==> config.mk <==
export PLATFORM = sky130hd
export DESIGN_NAME = steq_lane
export DESIGN_NICKNAME = d
export VERILOG_FILES = /design/src/rtl/stereo_three_band_biquad_eq_defines.svh /design/src/rtl/steq_pkg.sv /design/src/rtl/steq_lane.sv
export SDC_FILE = /design/constraint.sdc
export NUM_CORES = 2
export LEC_CHECK = 0
export ABC_AREA = 0
export BUFFER_PORTS_ARGS = -buffer_cell sky130_fd_sc_hd__buf_2
export CORE_ASPECT_RATIO = 1.5
export CORE_MARGIN = 8
export CORE_UTILIZATION = 42
export CTS_BUF_LIST = sky130_fd_sc_hd__clkbuf_8
export CTS_CLUSTER_SIZE = 10
export DETAILED_ROUTE_END_ITERATION = 10
export PLACE_DENSITY = 0.55
export SYNTH_ARGS = -nofsm -noshare
export SYNTH_HDL_FRONTEND = slang
export SYNTH_SLANG_ARGS = --single-unit
==> constraint.sdc <==
create_clock -name clk -period 9 [get_ports clk]
set_clock_uncertainty 0.05 [all_clocks]
set_input_delay 0.9 -clock clk [delete_from_list [all_inputs] [get_ports clk]]
set_output_delay 0.9 -clock clk [all_outputs]
set_load 0.02 [all_outputs]
==> src/rtl/stereo_three_band_biquad_eq_defines.svh <==
// ----------------------------------------------------------------------------
// Stereo three-band equalizer assertion macros
// Concurrent assertion wrappers; they compile to nothing under synthesis.
// ----------------------------------------------------------------------------
`ifndef STEREO_THREE_BAND_BIQUAD_EQ_DEFINES_SVH
`define STEREO_THREE_BAND_BIQUAD_EQ_DEFINES_SVH

`ifndef SYNTHESIS
`define STEQ_ASSERT(name, prop, msg) \
	name: assert property (@(posedge clk) disable iff (!arst_n) prop) \
	else $error(msg);
`define STEQ_ASSERT_NEXT(name, ante, cons, msg) \
	name: assert property (@(posedge clk) disable iff (!arst_n) (ante) |=> (cons)) \
	else $error(msg);
`else
`define STEQ_ASSERT(name, prop, msg)
`define STEQ_ASSERT_NEXT(name, ante, cons, msg)
`endif

`endif

==> src/rtl/steq_pkg.sv <==
// ----------------------------------------------------------------------------
// Stereo three-band equalizer package
// Widths, codes and the control bundle shared by the sequencer and lanes.
// ----------------------------------------------------------------------------
`default_nettype none

package steq_pkg;

	localparam int SAMPLE_BITS     = 24;
	localparam int COEFF_FRAC_BITS = 16;
	localparam int COEFF_BITS      = 21;
	localparam int NUM_BANDS       = 3;
	localparam int FF_BITS         = 3 * COEFF_BITS;
	localparam int FB_BITS         = 2 * COEFF_BITS;
	localparam int PROD_BITS       = SAMPLE_BITS + COEFF_BITS;
	localparam int ACC_BITS        = PROD_BITS + 3;
	localparam int CFG_IDX_BITS    = 3;

	localparam logic [FF_BITS-1:0] FF_RESET = FF_BITS'(1) << COEFF_FRAC_BITS;
	localparam logic signed [ACC_BITS-1:0] ROUND_CONST =
		ACC_BITS'(1) << (COEFF_FRAC_BITS - 1);
	localparam logic signed [ACC_BITS-1:0] SAT_HI =
		(ACC_BITS'(1) << (SAMPLE_BITS - 1)) - ACC_BITS'(1);
	localparam logic signed [ACC_BITS-1:0] SAT_LO = ~SAT_HI;

	typedef logic signed [SAMPLE_BITS-1:0] sample_t;
	typedef logic signed [COEFF_BITS-1:0]  coeff_t;

	typedef enum logic [CFG_IDX_BITS-1:0] {
		REG_LOW_FF,
		REG_LOW_FB,
		REG_MID_FF,
		REG_MID_FB,
		REG_HIGH_FF,
		REG_HIGH_FB
	} reg_idx_t;

	typedef enum logic [1:0] {
		BAND_LOW,
		BAND_MID,
		BAND_HIGH
	} band_t;

	// x, x[n-1], x[n-2], y[n-1], y[n-2]
	typedef enum logic [2:0] {
		TAP_X0,
		TAP_X1,
		TAP_X2,
		TAP_Y1,
		TAP_Y2
	} tap_t;

	typedef struct packed {
		logic  load;
		logic  mac;
		logic  first;
		logic  sub;
		logic  wb;
		band_t band;
		tap_t  tap;
	} lane_ctrl_t;

endpackage

`default_nettype wire

==> src/rtl/steq_lane.sv <==
// ----------------------------------------------------------------------------
// Equalizer channel lane
// One multiplier and accumulator running the three sections of one channel.
// ----------------------------------------------------------------------------
`default_nettype none

module steq_lane
	import steq_pkg::*;
(
	input  wire        clk,
	input  wire        arst_n,
	input  lane_ctrl_t ctrl,
	input  sample_t    sample_in,
	input  coeff_t     coeff,
	output sample_t    result
);

	sample_t xh_q [NUM_BANDS][2];
	sample_t yh_q [NUM_BANDS][2];
	sample_t cur_x_q;
	sample_t operand;
	sample_t y_sat;

	logic signed [PROD_BITS-1:0] prod_s1;
	logic                        mac_s1;
	logic                        first_s1;
	logic                        sub_s1;
	logic signed [ACC_BITS-1:0]  acc_q;
	logic signed [ACC_BITS-1:0]  acc_base;
	logic signed [ACC_BITS-1:0]  prod_ext;
	logic signed [ACC_BITS-1:0]  shifted;

	always_comb begin
		case (ctrl.tap)
			TAP_X0:  operand = cur_x_q;
			TAP_X1:  operand = xh_q[ctrl.band][0];
			TAP_X2:  operand = xh_q[ctrl.band][1];
			TAP_Y1:  operand = yh_q[ctrl.band][0];
			TAP_Y2:  operand = yh_q[ctrl.band][1];
			default: operand = '0;
		endcase
	end

	always_ff @(posedge clk) begin
		prod_s1 <= coeff * operand;
	end

	always_ff @(posedge clk or negedge arst_n) begin
		if (!arst_n) begin
			mac_s1   <= 1'b0;
			first_s1 <= 1'b0;
			sub_s1   <= 1'b0;
		end else begin
			mac_s1   <= ctrl.mac;
			first_s1 <= ctrl.first;
			sub_s1   <= ctrl.sub;
		end
	end

	assign acc_base = first_s1 ? ROUND_CONST : acc_q;
	assign prod_ext = ACC_BITS'(prod_s1);

	always_ff @(posedge clk) begin
		if (mac_s1) begin
			acc_q <= sub_s1 ? (acc_base - prod_ext) : (acc_base + prod_ext);
		end
	end

	always_comb begin
		shifted = acc_q >>> COEFF_FRAC_BITS;
		if (shifted > SAT_HI) begin
			y_sat = SAT_HI[SAMPLE_BITS-1:0];
		end else if (shifted < SAT_LO) begin
			y_sat = SAT_LO[SAMPLE_BITS-1:0];
		end else begin
			y_sat = shifted[SAMPLE_BITS-1:0];
		end
	end

	always_ff @(posedge clk or negedge arst_n) begin
		if (!arst_n) begin
			cur_x_q <= '0;
			for (int b = 0; b < NUM_BANDS; b++) begin
				xh_q[b][0] <= '0;
				xh_q[b][1] <= '0;
				yh_q[b][0] <= '0;
				yh_q[b][1] <= '0;
			end
		end else if (ctrl.load) begin
			cur_x_q <= sample_in;
		end else if (ctrl.wb) begin
			xh_q[ctrl.band][1] <= xh_q[ctrl.band][0];
			xh_q[ctrl.band][0] <= cur_x_q;
			yh_q[ctrl.band][1] <= yh_q[ctrl.band][0];
			yh_q[ctrl.band][0] <= y_sat;
			cur_x_q            <= y_sat;
		end
	end

	assign result = cur_x_q;

endmodule

`default_nettype wire

[Word level (Yosys, flattened, before mapping)]
Index checks and enable logic that the tools add are counted.
Storage, ports and cells
  word-level logic and storage cells: 56
  bits in registers: 408
Operators by class
  bitwise logic cells: 2
  magnitude comparators: 4
  $mul: 1
  reductions and logical operators: 4
  add/subtract/negate cells: 2
  equal/unequal tests: 4
  mux-type cells: 21
Operator list (count)
  bitwise mux 144 bit: 4
  two-way mux 48 bit: 7
  binary-select mux 48 bit (select 2 bit): 2
  demux 48 bit (select 2 bit): 2
  two-way mux 24 bit: 5
  case mux 24 bit (5 select lines): 1
  adder 48 x 45 -> 48 bit: 1
  subtractor 48 x 45 -> 48 bit: 1
  multiplier 21 x 24 -> 45 bit: 1
  greater-than comparator 32 x 24 -> 1 bit (second input constant): 1
  < comparator 32 x 24 -> 1 bit (second input constant): 1
  == test 3 x 2 -> 1 bit (second input constant): 2
  == test 3 x 1 -> 1 bit (second input constant): 1
  == test 3 bit (second input constant): 1
  greater-or-equal comparator 3 bit (second input constant): 1
  zero test 3 bit: 1
  < comparator 3 x 1 -> 1 bit (second input constant): 1
  NOT 2 -> 3 bit: 1
  AND reduction 2 bit: 1
  nonzero test 2 bit: 1
  logical AND 1 bit: 1
  NOT 1 bit: 1

[Depth between registers and ports, before layout]
  depth after elaboration: 7
  mapped depth: 37
  gate-level depth less buffers: 32

[Worst setup path before layout]
OpenSTA, ideal clock, no wires.
  kind: input to register
  start: input ctrl[4] (netlist bit)
  end: register prod_s1[43]
  setup time: 0.072 ns
  required time: 8.878 ns
  path slack: 0.040 ns
  arrival time: 8.838 ns
  stages on the path: 34
  cell sequence: nor2b_1 clkbuf_1 buf_2 buf_1 clkbuf_1 nand2_1 o21ai_1 a21oi_1 o22ai_1 clkbuf_1 nand2_1 fa_1 inv_1 fa_1 inv_1 fa_1 inv_1 fa_1 inv_1 fa_1 fa_1 fa_1 inv_1 ha_1 a21o_1 a221o_1 a2111o_1 a21o_1 a2111oi_2 or2_2 o211ai_2 a31o_1 a21oi_2 xnor2_1
On the way
  cells in the longest elaborated chain, start to end: 6
  elaborated cells between the ends (all ways): 9
  those cells by class: mul (1); mux (7); bitwise (1)
RTL lines
  start: declaration: RTL line steq_lane.sv:12  | input lane_ctrl_t ctrl,
  NOT 2 -> 3 bit (implied by the code) *
  binary-select mux 48 bit (select 2 bit), on equally long branches
  two-way mux 48 bit, on equally long branches (2 in a row): RTL line steq_lane.sv:38, steq_lane.sv:36
  case mux 24 bit (5 select lines) *: RTL line steq_lane.sv:34  | case (ctrl.tap)
  multiplier 21 x 24 -> 45 bit *: RTL line steq_lane.sv:45  | prod_s1 <= coeff * operand;
  end signal: assignment: RTL line steq_lane.sv:45
  end: declaration: RTL line steq_lane.sv:24  | logic signed [PROD_BITS-1:0] prod_s1;
Mark *: on every way between the ends. The rest lies on a longest branch, timed or not. The select of a mux whose other input is x is not followed.
A chain may end at the register's enable or synchronous reset.

[Final worst setup path]
  start: input ctrl[3] (netlist bit)
  end: register prod_s1[42]
Same word-level chain as after synthesis.

==> flow_metrics.env <==
export IMPL_path_buf_inv=12
export IMPL_maxSlewHeadroom_pct=19.0
export IMPL_crit_type="input port to flip-flop"
export IMPL_fp_dieArea_sq_um=103000
export IMPL_cp_slowest_cell="fa_1"
export IMPL_cts_sinks=408
export IMPL_portBuffers=80
export IMPL_seq_area_sq_um=10200
export IMPL_antenna_found_initial=4
export IMPL_worst_r2r_cell_count=33
export IMPL_synth_edf_count=48
export IMPL_worstSkewPairLatency_ns=0.68
export IMPL_hp_class="input port to flip-flop"
export IMPL_status="finished, final reports clean"
export IMPL_yosysTopAreaCell="fa_1"
export IMPL_yosysWarnings=0
export IMPL_drv_slew=0
export IMPL_ys_seq_area_share_pct=26.3
export IMPL_synth_cell_types=68
export IMPL_final_util_pct=48.3
export IMPL_hold_viol_final=0
export IMPL_die_h_um=388
export IMPL_yosys_area_share_xor_xnor_pct=3.00
export IMPL_firstDrtPassIters=5
export IMPL_maxCapViolations=0
export IMPL_fin_setup_tns_ns=0
export IMPL_root_buffer="clkbuf_8"
export IMPL_r2r_start="xh_q[82]"
export IMPL_synth_top_cell_area_share_pct=26.7
export IMPL_clkTransAtPathRegs_ns=0.06
export IMPL_grt_pass1_vias=32320
export IMPL_drcViolationCount=0
export IMPL_crit_path_end_kind="flip-flop"
export IMPL_htree_num_levels=3
export IMPL_pre_cts_slack_ns=-0.169
export IMPL_path_max_fanout=14
export IMPL_crit_start="ctrl[3]"
export IMPL_areaGrowthSynthToFinish_pct=14.1
export IMPL_ys_ff_latch=408
export IMPL_grt_pass1_wl_um=177000
export IMPL_drtAntennaViolNets=0
export IMPL_nets=5371
export IMPL_min_period_ns=8.46
export IMPL_synthSimpleGateAreaFrac_pct=15.8
export IMPL_max_freq_ghz=0.118
export IMPL_grt_usage_pct=21.7
export IMPL_synthMuxAreaShare_pct=3.22
export IMPL_synthTopCellsByArea="fa_1 (27%), dfrtp_1 (20%), nand2_1 (8.3%)"
export IMPL_start_kind="input port"
export IMPL_min_to="mac_s1"
export IMPL_gp_congestion=0.876
export IMPL_synth_compound_area_share_pct=11.0
export IMPL_cts_buffers_inserted=68
export IMPL_die_width_um=264
export IMPL_synth_cells=4396
export IMPL_io_pins=81
export IMPL_coreArea_sq_um=91700
export IMPL_routed_wl_um=110000
export IMPL_hold_buffers=0
export IMPL_rsz0062_at_grt="false"
export IMPL_routed_via_density=5.14
export IMPL_post_cts_resized=0
export IMPL_place_hpwl_um=85800
export IMPL_drive_gt1_share_pct=12.4
export IMPL_period_share_pct=94.0
export IMPL_synth_fa_ha_area_share_pct=32.0
export IMPL_placement_rows=136
export IMPL_synth_cell_area_sq_um=38800
export IMPL_synth_async_reset_ratio_pct=77.2
export IMPL_worst_path_most_repeated_cell="fa_1"
export IMPL_ys_flop_type="dfrtp_1"
export IMPL_holdPathStages=1
export IMPL_post_cts_buffers=0
export IMPL_drt_iter0_markers=1645
export IMPL_arrival_ns=8.96
export IMPL_drt_wirelength_per_cell_um=18.8
export IMPL_crit_required_ns=9.50
export IMPL_cp_slowest_stage_delay_ns=0.58
export IMPL_cts_max_path_buffers=3
export IMPL_post_synth_cell_area_avg_sq_um=8.83
export IMPL_syn_num_nets=5135
export IMPL_setup_viol=0
export IMPL_cts_tree="done"
export IMPL_fin_ws_ns=0.539
export IMPL_grt_overflow_total=0
export IMPL_worstHoldStart="ctrl[8]"
export IMPL_synth_top_family_by_area="adder cells"
export IMPL_grt_max_degree=186
export IMPL_hold_ws_ns=0.295
export IMPL_r2r_slack_ns=0.83
export IMPL_critPathTopFamily="adder cells"
export IMPL_worstMarginPinSlew_ns=1.22
export IMPL_multiInputGateArea_sq_um=25400
export IMPL_vias=30107
export IMPL_start_util_pct=42.3
export IMPL_r2r_end="prod_s1[42]"
export IMPL_n_fill_cell=9029
-- metal layers --
metal	global-route usage [%]	routed length (um)	vias up
li1	-	-	14236
met1	24.5	42200	15037
met2	40.9	59400	613
met3	2.42	3890	219
met4	9.18	4790	2
met5	0	13	-
-- area by class of cell --
class                   count  share of cell area (%)
multi-input cells        3104                    57.4
flip-flops and latches    408                    23.1
repair buffers            411                    7.63
inverters                 639                    5.42
well taps                1173                    3.31
clock buffers              82                    2.55
clock inverters            34                   0.565
diodes                      3                  0.0170
-- Yosys cell counts (99+ instances only) --
cell and instances:
o21ai_0 311, dfrtp_1 315, and2_1 166, fa_1 517, xnor2_1 105, ha_1 165, nand2_1 858, mux2i_1 99
inv_1 639, nor2_1 216, clkbuf_1 215, a21oi_1 224
-- sequential cells by signal, summed over array words and instances, names as in the netlist --
signal    count
acc_q        48
first_s1      1
mac_s1        1
prod_s1      45
result       24
sub_s1        1
xh_q        144
yh_q        144
-- through the flow --
step | area (sq um) | std cells
6_report | 44300 | 5854
3_5_place_dp | 42900 | 5735
3_3_place_gp | 42900 | 5735
5_1_grt | 44300 | 5852
2_1_floorplan | 38800 | 4396
4_1_cts | 44300 | 5851
-- cell usage in the layout, fill, tap and decap left out, types with 58 or more instances in the layout --
| cell type | synthesis | final |
|---|---|---|
| xnor2_1 | 105 | 105 |
| clkbuf_8 | 0 | 82 |
| a21oi_1 | 224 | 224 |
| fa_1 | 517 | 517 |
| nor2_1 | 216 | 216 |
| o21ai_0 | 311 | 304 |
| dfrtp_1 | 315 | 314 |
| nor2b_1 | 60 | 58 |
| buf_4 | 4 | 294 |
| inv_1 | 639 | 659 |
| mux2i_1 | 99 | 99 |
| ha_1 | 165 | 165 |
| buf_2 | 14 | 77 |
| nand2_1 | 858 | 857 |
| and2_1 | 166 | 166 |
-- how the worst max path moves through the flow --
stage / to / slack (ns) / cells past startpoint
floorplan: prod_s1[43] / 0.04 / 34
global placement: prod_s1[43] / -0.15 / 32
detailed placement: prod_s1[42] / -0.17 / 34
CTS: prod_s1[42] / 0.53 / 34
global route: prod_s1[42] / 0.15 / 36
finish: prod_s1[42] / 0.54 / 36
-- cell families (layout without fill, tap and decap cells) --
family                     after synthesis  in the layout
xor gates and xnor gates               133            133
and+or+nand+nor                       1415           1415
buffers and inverters                  884           1166
other                                    0              3
DFF                                    408            408
adders and majority gates              682            682
AOI/OAI and AO/OA                      752            752
muxes                                  122            122
Power is left out: the tool's default activity adds up to more than one toggle a clock period on the data nets, which glitch-free logic cannot reach.
